**src/hw/rtl/pidt_pkg.sv**
```systemverilog
`default_nettype none

package pidt_pkg;

	// Number of external interrupt lines, one debounce timestamp each.
	localparam int unsigned LINE_COUNT = 16;
	// Upper bound on dispatch results caused by one line event.
	localparam int unsigned MAX_RESULTS = 16;
	localparam int unsigned EMIT_W = 5;

	typedef enum logic [1:0] {
		CMD_REGISTER   = 2'd0,
		CMD_UNREGISTER = 2'd1,
		CMD_ENABLE     = 2'd2,
		CMD_EVENT      = 2'd3
	} cmd_t;

	localparam logic [1:0] STATUS_OK         = 2'd0;
	localparam logic [1:0] STATUS_PARAM_ERR  = 2'd1;
	localparam logic [1:0] STATUS_TABLE_FULL = 2'd2;

	localparam logic KIND_STATUS   = 1'b0;
	localparam logic KIND_DISPATCH = 1'b1;

	typedef enum logic [2:0] {
		ST_IDLE,
		ST_EV_CHECK,
		ST_SCAN,
		ST_UNREG_RD,
		ST_UNREG_WR,
		ST_STATUS
	} state_t;

	typedef struct packed {
		logic [3:0]  port;
		logic [15:0] mask;
		logic [7:0]  handler;
		logic        enabled;
	} entry_t;

	typedef struct packed {
		logic hit;
		logic level;
	} match_t;

	typedef struct packed {
		logic       kind;
		logic [1:0] status;
		logic [3:0] port;
		logic [3:0] line;
		logic       level;
		logic [7:0] handler;
		logic       last;
	} result_t;

endpackage

`default_nettype wire

```
**src/hw/rtl/pidt_table.sv**
```systemverilog
`default_nettype none

// Registration table storage: one write port, one read port with registered data.
module pidt_table
	import pidt_pkg::*;
#(
	parameter int unsigned DEPTH = 16
) (
	input  wire                                      clk,
	input  wire                                      wr_en,
	input  wire  [((DEPTH > 1) ? $clog2(DEPTH) : 1)-1:0] wr_addr,
	input  entry_t                                   wr_data,
	input  wire                                      rd_en,
	input  wire  [((DEPTH > 1) ? $clog2(DEPTH) : 1)-1:0] rd_addr,
	output entry_t                                   rd_data
);

	entry_t mem_q [DEPTH];
	entry_t rd_data_q;

	always_ff @(posedge clk) begin
		if (wr_en) begin
			mem_q[wr_addr] <= wr_data;
		end
	end

	always_ff @(posedge clk) begin
		if (rd_en) begin
			rd_data_q <= mem_q[rd_addr];
		end
	end

	assign rd_data = rd_data_q;

endmodule

`default_nettype wire

```
**src/hw/rtl/pidt_match.sv**
```systemverilog
`default_nettype none

// Shared compare unit used by every table scan.
module pidt_match
	import pidt_pkg::*;
(
	input  entry_t      entry,
	input  wire         is_event,
	input  wire  [3:0]  key_port,
	input  wire  [15:0] key_mask,
	input  wire  [15:0] levels,
	output match_t      result
);

	always_comb begin
		if (is_event) begin
			// An event matches an enabled entry whose mask is exactly the line's pin.
			result.hit = (entry.mask == key_mask) && entry.enabled;
		end else begin
			result.hit = (entry.port == key_port) && (entry.mask == key_mask);
		end
		result.level = levels[entry.port];
	end

endmodule

`default_nettype wire

```
**src/hw/rtl/pin_interrupt_dispatch_table.sv**
```systemverilog
// Pin interrupt dispatch table.
// Requests enter on the in_valid/in_stall channel; one request is taken at a time and
// in_stall stays high until the request has been fully worked off. Table requests
// (register, unregister, set enable) always return exactly one status result; a line
// event returns one dispatch result per enabled entry registered on that line's pin,
// in table order, with last marking the final one, or nothing when it is debounced
// or nothing matches. Results leave through a one-deep output register on the
// out_valid/out_stall channel, so the next request is taken while a result waits.
// A request walks the table one entry per clock through a single compare unit fed
// by the table's read port; an unregister that finds its entry then moves the last
// entry into the freed slot. A stalled receiver holds the scan only when a further
// dispatch must be handed on. Reset empties the table, clears every line's debounce
// timestamp to zero and loads a debounce window of 20 ms. cfg_wr_en writes a new
// window; the user must write it only while the block is idle, which the block
// itself does not enforce.
`default_nettype none

module pin_interrupt_dispatch_table
	import pidt_pkg::*;
#(
	parameter int unsigned TABLE_DEPTH = 16,
	parameter int unsigned PORT_COUNT  = 8
) (
	input  wire         clk,
	input  wire         arst_n,
	input  wire         cfg_wr_en,
	input  wire  [15:0] cfg_wr_data,
	input  wire         in_valid,
	output logic        in_stall,
	input  wire  [1:0]  cmd,
	input  wire  [3:0]  port_id,
	input  wire  [15:0] pin_bits,
	input  wire  [7:0]  handler_id,
	input  wire         enable_flag,
	input  wire  [3:0]  line,
	input  wire  [31:0] now_ms,
	input  wire  [15:0] line_levels,
	output logic        out_valid,
	input  wire         out_stall,
	output logic        kind,
	output logic [1:0]  status,
	output logic [3:0]  out_port,
	output logic [3:0]  out_line,
	output logic        pin_level,
	output logic [7:0]  out_handler,
	output logic        last
);

	localparam int unsigned CNT_W = $clog2(TABLE_DEPTH + 1);
	localparam int unsigned IDX_W = (TABLE_DEPTH > 1) ? $clog2(TABLE_DEPTH) : 1;

	// Sequencer state and scan bookkeeping.
	state_t            state_q, state_d;
	logic [CNT_W-1:0]  count_q, count_d;
	logic [CNT_W-1:0]  rd_idx_q, rd_idx_d;
	logic [IDX_W-1:0]  cmp_idx_q, cmp_idx_d;
	logic              cmp_vld_q, cmp_vld_d;
	logic              pend_vld_q, pend_vld_d;
	result_t           pend_q, pend_d;
	logic [EMIT_W-1:0] emit_cnt_q, emit_cnt_d;
	logic [1:0]        status_q, status_d;

	// Captured request.
	cmd_t        cmd_q;
	logic [3:0]  port_q;
	logic [15:0] mask_q;
	logic [7:0]  handler_q;
	logic        enable_q;
	logic [3:0]  line_q;
	logic [31:0] now_q;
	logic [15:0] levels_q;

	logic [15:0] window_q;
	logic [31:0] last_ms_q [LINE_COUNT];

	logic    out_valid_q;
	result_t out_q;
	logic    out_load;
	result_t out_new;

	// Table port and compare unit.
	logic             rd_en, wr_en, last_wr;
	logic [IDX_W-1:0] rd_addr, wr_addr;
	entry_t           rd_data, wr_data;
	match_t           match;

	logic             in_acc, out_can_load, issue, ev_hit, ev_block, cmd_hit, scan_end;
	logic             args_bad, reg_bad;
	logic [CNT_W-1:0] tail_idx;
	logic [15:0]      ev_pin;
	logic [31:0]      elapsed;

	assign in_stall     = (state_q != ST_IDLE);
	assign in_acc       = in_valid && !in_stall;
	assign out_can_load = !out_valid_q || !out_stall;

	assign ev_pin   = 16'(1) << line_q;
	assign elapsed  = now_q - last_ms_q[line_q];
	assign tail_idx = count_q - CNT_W'(1);

	assign issue    = (rd_idx_q < count_q);
	assign scan_end = !cmp_vld_q && !issue;
	assign ev_hit   = cmp_vld_q && match.hit && (emit_cnt_q < EMIT_W'(MAX_RESULTS));
	// A second hit needs the output register to take the one already pending.
	assign ev_block = ev_hit && pend_vld_q && !out_can_load;
	assign cmd_hit  = cmp_vld_q && match.hit;

	assign args_bad = ({1'b0, port_id} >= 5'(PORT_COUNT)) || (pin_bits == 16'd0);
	assign reg_bad  = (handler_id == 8'd0) || ((pin_bits & (pin_bits - 16'd1)) != 16'd0);

	pidt_table #(
		.DEPTH(TABLE_DEPTH)
	) u_table (
		.clk     (clk),
		.wr_en   (wr_en),
		.wr_addr (wr_addr),
		.wr_data (wr_data),
		.rd_en   (rd_en),
		.rd_addr (rd_addr),
		.rd_data (rd_data)
	);

	pidt_match u_match (
		.entry    (rd_data),
		.is_event (cmd_q == CMD_EVENT),
		.key_port (port_q),
		.key_mask ((cmd_q == CMD_EVENT) ? ev_pin : mask_q),
		.levels   (levels_q),
		.result   (match)
	);

	always_ff @(posedge clk or negedge arst_n) begin
		if (!arst_n) begin
			state_q     <= ST_IDLE;
			count_q     <= '0;
			rd_idx_q    <= '0;
			cmp_vld_q   <= 1'b0;
			pend_vld_q  <= 1'b0;
			emit_cnt_q  <= '0;
			out_valid_q <= 1'b0;
			window_q    <= 16'd20;
		end else begin
			state_q     <= state_d;
			count_q     <= count_d;
			rd_idx_q    <= rd_idx_d;
			cmp_vld_q   <= cmp_vld_d;
			pend_vld_q  <= pend_vld_d;
			emit_cnt_q  <= emit_cnt_d;
			out_valid_q <= out_load || (out_valid_q && out_stall);
			if (cfg_wr_en) begin
				window_q <= cfg_wr_data;
			end
		end
	end

	always_ff @(posedge clk or negedge arst_n) begin
		if (!arst_n) begin
			for (int i = 0; i < LINE_COUNT; i++) begin
				last_ms_q[i] <= '0;
			end
		end else if (last_wr) begin
			last_ms_q[line_q] <= now_q;
		end
	end

	always_ff @(posedge clk) begin
		cmp_idx_q <= cmp_idx_d;
		pend_q    <= pend_d;
		status_q  <= status_d;
		if (out_load) begin
			out_q <= out_new;
		end
		if (in_acc) begin
			cmd_q     <= cmd_t'(cmd);
			port_q    <= port_id;
			mask_q    <= pin_bits;
			handler_q <= handler_id;
			enable_q  <= enable_flag;
			line_q    <= line;
			now_q     <= now_ms;
			levels_q  <= line_levels;
		end
	end

	always_comb begin
		state_d    = state_q;
		count_d    = count_q;
		rd_idx_d   = rd_idx_q;
		cmp_idx_d  = cmp_idx_q;
		cmp_vld_d  = cmp_vld_q;
		pend_vld_d = pend_vld_q;
		pend_d     = pend_q;
		emit_cnt_d = emit_cnt_q;
		status_d   = status_q;
		rd_en      = 1'b0;
		rd_addr    = rd_idx_q[IDX_W-1:0];
		wr_en      = 1'b0;
		wr_addr    = cmp_idx_q;
		wr_data    = rd_data;
		last_wr    = 1'b0;
		out_load   = 1'b0;
		out_new    = pend_q;

		unique case (state_q)
			ST_IDLE: begin
				if (in_acc) begin
					rd_idx_d   = '0;
					cmp_vld_d  = 1'b0;
					pend_vld_d = 1'b0;
					emit_cnt_d = '0;
					status_d   = STATUS_OK;
					if (cmd_t'(cmd) == CMD_EVENT) begin
						state_d = ST_EV_CHECK;
					end else if (args_bad || ((cmd_t'(cmd) == CMD_REGISTER) && reg_bad)) begin
						status_d = STATUS_PARAM_ERR;
						state_d  = ST_STATUS;
					end else begin
						state_d = ST_SCAN;
					end
				end
			end

			ST_EV_CHECK: begin
				// Events inside the debounce window of the line's last accepted event
				// are dropped without any result.
				if (elapsed < {16'd0, window_q}) begin
					state_d = ST_IDLE;
				end else begin
					last_wr = 1'b1;
					state_d = ST_SCAN;
				end
			end

			ST_SCAN: begin
				if (cmd_q == CMD_EVENT) begin
					if (scan_end) begin
						if (!pend_vld_q) begin
							state_d = ST_IDLE;
						end else if (out_can_load) begin
							out_load      = 1'b1;
							out_new.last  = 1'b1;
							pend_vld_d    = 1'b0;
							state_d       = ST_IDLE;
						end
					end else if (!ev_block) begin
						rd_en     = issue;
						cmp_vld_d = issue;
						cmp_idx_d = rd_idx_q[IDX_W-1:0];
						if (issue) begin
							rd_idx_d = rd_idx_q + CNT_W'(1);
						end
						if (ev_hit) begin
							// The previous hit is known not to be the final one now.
							out_load       = pend_vld_q;
							pend_vld_d     = 1'b1;
							emit_cnt_d     = emit_cnt_q + EMIT_W'(1);
							pend_d.kind    = KIND_DISPATCH;
							pend_d.status  = STATUS_OK;
							pend_d.port    = rd_data.port;
							pend_d.line    = line_q;
							pend_d.level   = match.level;
							pend_d.handler = rd_data.handler;
							pend_d.last    = 1'b0;
						end
					end
				end else if (cmd_hit) begin
					// The matching entry stays in the read register while we act on it.
					priority if (cmd_q == CMD_REGISTER) begin
						wr_en           = 1'b1;
						wr_data.port    = port_q;
						wr_data.mask    = mask_q;
						wr_data.handler = handler_q;
						wr_data.enabled = 1'b1;
						state_d         = ST_STATUS;
					end else if (cmd_q == CMD_ENABLE) begin
						wr_en           = 1'b1;
						wr_data.enabled = enable_q;
						state_d         = ST_STATUS;
					end else begin
						state_d = ST_UNREG_RD;
					end
				end else if (scan_end) begin
					// Not found: only a registration changes the table.
					if (cmd_q == CMD_REGISTER) begin
						if (count_q >= CNT_W'(TABLE_DEPTH)) begin
							status_d = STATUS_TABLE_FULL;
						end else begin
							wr_en           = 1'b1;
							wr_addr         = count_q[IDX_W-1:0];
							wr_data.port    = port_q;
							wr_data.mask    = mask_q;
							wr_data.handler = handler_q;
							wr_data.enabled = 1'b1;
							count_d         = count_q + CNT_W'(1);
						end
					end
					state_d = ST_STATUS;
				end else begin
					rd_en     = issue;
					cmp_vld_d = issue;
					cmp_idx_d = rd_idx_q[IDX_W-1:0];
					if (issue) begin
						rd_idx_d = rd_idx_q + CNT_W'(1);
					end
				end
			end

			ST_UNREG_RD: begin
				// Fetch the last entry so that it can fill the freed slot.
				rd_en   = 1'b1;
				rd_addr = tail_idx[IDX_W-1:0];
				state_d = ST_UNREG_WR;
			end

			ST_UNREG_WR: begin
				wr_en   = 1'b1;
				count_d = tail_idx;
				state_d = ST_STATUS;
			end

			ST_STATUS: begin
				if (out_can_load) begin
					out_load       = 1'b1;
					out_new        = '0;
					out_new.kind   = KIND_STATUS;
					out_new.status = status_q;
					out_new.last   = 1'b1;
					state_d        = ST_IDLE;
				end
			end

			default: begin
				state_d = ST_IDLE;
			end
		endcase
	end

	assign out_valid   = out_valid_q;
	assign kind        = out_q.kind;
	assign status      = out_q.status;
	assign out_port    = out_q.port;
	assign out_line    = out_q.line;
	assign pin_level   = out_q.level;
	assign out_handler = out_q.handler;
	assign last        = out_q.last;

endmodule

`default_nettype wire

```
**config.mk**
```make
export PLATFORM = sky130hd
export DESIGN_NAME = pin_interrupt_dispatch_table
export DESIGN_NICKNAME = d
export VERILOG_FILES = /design/src/hw/rtl/pidt_pkg.sv /design/src/hw/rtl/pidt_table.sv /design/src/hw/rtl/pidt_match.sv /design/src/hw/rtl/pin_interrupt_dispatch_table.sv
export SDC_FILE = /design/constraint.sdc
export NUM_CORES = 2
export LEC_CHECK = 0
export BUFFER_PORTS_ARGS = -buffer_cell sky130_fd_sc_hd__buf_4
export CAP_MARGIN = 20
export CORE_AREA = 5 5 314 316
export CTS_CLUSTER_SIZE = 12
export DETAILED_ROUTE_END_ITERATION = 10
export DIE_AREA = 0 0 319 321
export GPL_TIMING_DRIVEN = 0
export HOLD_SLACK_MARGIN = 0.1
export PLACE_DENSITY = 0.75
export RECOVER_POWER = 100
export SYNTH_ARGS = -nofsm -noshare
export SYNTH_HDL_FRONTEND = slang
export SYNTH_SLANG_ARGS = --single-unit
```
**constraint.sdc**
```tcl
create_clock -name clk -period 13.85 [get_ports clk]
set_clock_uncertainty 0.15 [all_clocks]
set_input_delay 1.385 -clock clk [delete_from_list [all_inputs] [get_ports clk]]
set_output_delay 1.385 -clock clk [all_outputs]
set_load 0.005 [all_outputs]
```
==> impl_results.md <==
- Outcome: finished with violations
- Failing checks: capacitance limit, slew limit
- Routed wire length: 132000 um
- Post-synthesis register bit count: 1169
- Core footprint: 0.0957 mm2
- CP max stage delay: 1.13 ns
- Most common flop cell mapped by yosys: edfxtp_1
- Post-CTS setup buffers: 0
- Syn Nets: 3202
- Die footprint: 0.102 mm2
- Sinks on the clock net: 1169
- GP Congestion: 0.903
- Max-slew violations: 530
- Compound-Gate Fraction of Synth Area: 3.94%
- Total Power: 12.2 mW
- Setup CP Type: reg -> reg
- Share of flip-flops with an asynchronous set or reset: 47.0%
- Final Hold Vio Count: 0
- Syn Inst Count: 3041
- VDD IR-drop max: 151 uV
- Residual DRC count: 0
- Max_cap viols: 20
- Setup_tns: 0 ns
- Startpoint types: register
- Initial Util: 53.4%
- Cell mode on critical path: clkbuf_1
- Arrival time worst endpoint: 12.10 ns
- Leakage: 22.3 nW
- Root buf cell: clkbuf_16
- HP Class: reg -> reg
- Cts hold-fix bufs: 0
- Multiplexer share of the synthesized area: 25.0%
- CTS tree: done
- Synth top cells by count: 620 x edfxtp_1, 547 x dfrtp_1, 523 x mux2_2
- Share of the synthesized area in the top cell type: 36.4%
- Post-DP Area: 0.0546 mm2
- Vias in the first global route: 31400
- Routed Antenna Nets: 0
- Post-synthesis sequential area ratio: 63.3%
- Nets: 3502
- Xor/xnor cell area share of the yosys netlist: 0.840%
- Die H: 321 um
- Distinct cells, synth: 72
- Layout cells sized above 1: 30.7%
- Syn Std Cell Area: 0.0511 mm2
- Synth Area in Adders: 1.45%
- RSZ-0062 raised after global routing: no
- Reg clk slew, reported paths: 0.06 ns
- Syn. warnings: 0
- Relative slew slack: -318%
- Layout area overhead: 12.8%
- Vias per std cell: 6.30
- Avg WL per Cell: 28.0 um
- Fin util: 60.2%
- Fmax: 85.8 MHz
- Cell taking the most area after synthesis: edfxtp_1
- Skew-Pair Late Insertion Delay: 0.74 ns
- PortBufs: 126
- Router iterations before antenna repair: 9
- Post_cts resized: 0
- Ranking of synthesized cells by area: edfxtp_1 36%, dfrtp_1 27%, mux4_2 12%, mux2_2 12%, ha_1 1.4%
- Critical Path RT: 14.30 ns
- Slowest cell on crit path: nor4_1
- Die X: 319 um
- Slew @ Worst Pin: 6.26 ns
- Pwr Density: 212 mW/mm2
- Syn Area/Cell: 16.8 um2
- Post-DP HPWL: 89100 um
- Post-synth EDFFs: 620
- Via count: 29700
- Count leader, synth: edfxtp_1
- Peak fanout along the critical path: 10
- First-pass GRT wire length: 199000 um
- Top-level port count: 127
- H-Tree Depth: 3
- Largest net degree at the start of global routing: 137
- GRT Overall Usage: 25.6%
- Largest family of logic cells by synthesized area: multiplexers
- GRT Residual Overflow: 0
- Post-Place Cells: 4487
- Final Cycle Share: 84.2%
- Floorplan row count: 114
- Min Tclk post-route: 11.65 ns
- DRT iter0 DRCs: 3155
- Post-synthesis simple-gate area fraction: 3.43%
- Finished Cell Area: 0.0576 mm2
- Crit. End Element: register
- Clock Path Buffers: 3
- Initial antenna violation count: 2
- Post-route insts no fill: 4710
- Final setup viols: 0
- TritonCTS buffer count: 119
per-layer routing:
layer / GRT usage, % / up-vias / part of all wire [%]
met5: 0 / - / 0.0099
met2: 43.2 / 1314 / 50
met4: 7.39 / 2 / 3.0
met1: 34.9 / 15700 / 40
li1: - / 12400 / -
met3: 4.68 / 256 / 7.4
sequential cells by signal, indices dropped and copies added, names as in the netlist, 4 cells and up:
name / cells
cmp_idx_q: 4
count_q: 5
emit_cnt_q: 5
handler_q: 8
last_ms_q: 512
levels_q: 16
line_q: 4
mask_q: 16
now_q: 32
out_handler: 8
out_line: 4
out_port: 4
pend_q: 17
port_q: 4
rd_idx_q: 5
u_table.mem_q: 464
u_table.rd_data: 29
window_q: 16
report_power, final:
part	total, mW	internal, mW	switching [mW]	leakage (nW)
Sequential	5.18	4.69	0.493	12.9
Clock	3.07	1.73	1.34	1.80
Combinational	3.98	1.91	2.07	7.59
Total	12.2	8.33	3.90	22.3
worst paths after layout:
check | start | to | slack [ns] | cells after the start
setup / recovery | line_q[0] | last_ms_q[241] | 2.20 | 27
hold / removal | u_table.rd_data[5] | pend_q[5] | 0.30 | 0
setup reg to reg | line_q[0] | last_ms_q[241] | 2.20 | 27
hold reg to reg | u_table.rd_data[5] | pend_q[5] | 0.30 | 0
max in group asynchronous | arst_n | last_ms_q[288] | 4.04 | 2
min in group asynchronous | arst_n | last_ms_q[328] | 2.85 | 1
stage by stage:
step | setup slack [ns] | hold slack, ns
global placement | 3.29 | 0.292
finish | 2.20 | 0.303
global route | 1.81 | 0.317
CTS | 3.73 | 0.297
floorplan | 6.50 | 0.270
detailed placement | 3.75 | 0.297
cell families after synthesis:
logic type,Yosys count
compound gates,304
xor+xnor,49
fa+ha+maj,59
buf+inv,257
flops,1169
mux,856
simple gates,347
placed cells by master (no fill, tap or decap), drive strengths merged, types with 8 or more instances in the layout:
cell	count
a21o	17
mux4	281
nand2	86
mux2	542
nor2	84
ha	56
a22oi	17
inv	70
buf	62
edfxtp	620
and2	22
xor2	13
nand2b	8
nand3	16
nor4	14
a31o	8
clkbuf	475
a211oi	54
clkinv	32
a21oi	92
nand4	17
nor2b	40
nor3	26
a31oi	8
o21ai	53
dfrtp	547
xnor2	36
mux2i	33
critical path: cells and delay by family (launching register included):
family / cells / cell delay, ns
muxes: 3 / 1.55
DFF: 1 / 0.53
xor gates and xnor gates: 1 / 0.15
AOI/OAI and AO/OA: 8 / 2.85
and+or+nand+nor: 6 / 1.85
adders and majority gates: 3 / 1.00
buffers and inverters: 6 / 3.42
final cells by class:
| cell class | count | area [um2] |
|---|---|---|
| Tap cell | 1276 | 1600 |
| Clock buffer | 172 | 3310 |
| Buffer | 186 | 703 |
| Inverter | 71 | 268 |
| Fill cell | 6913 | 38100 |
| Multi-Input combinational cell | 1615 | 17600 |
| Clock inverter | 40 | 445 |
| Sequential cell | 1169 | 32400 |
| Timing Repair Buffer | 179 | 1280 |
| Antenna cell | 2 | 5.00 |
Note: power is estimated with default switching activity, not from simulation.
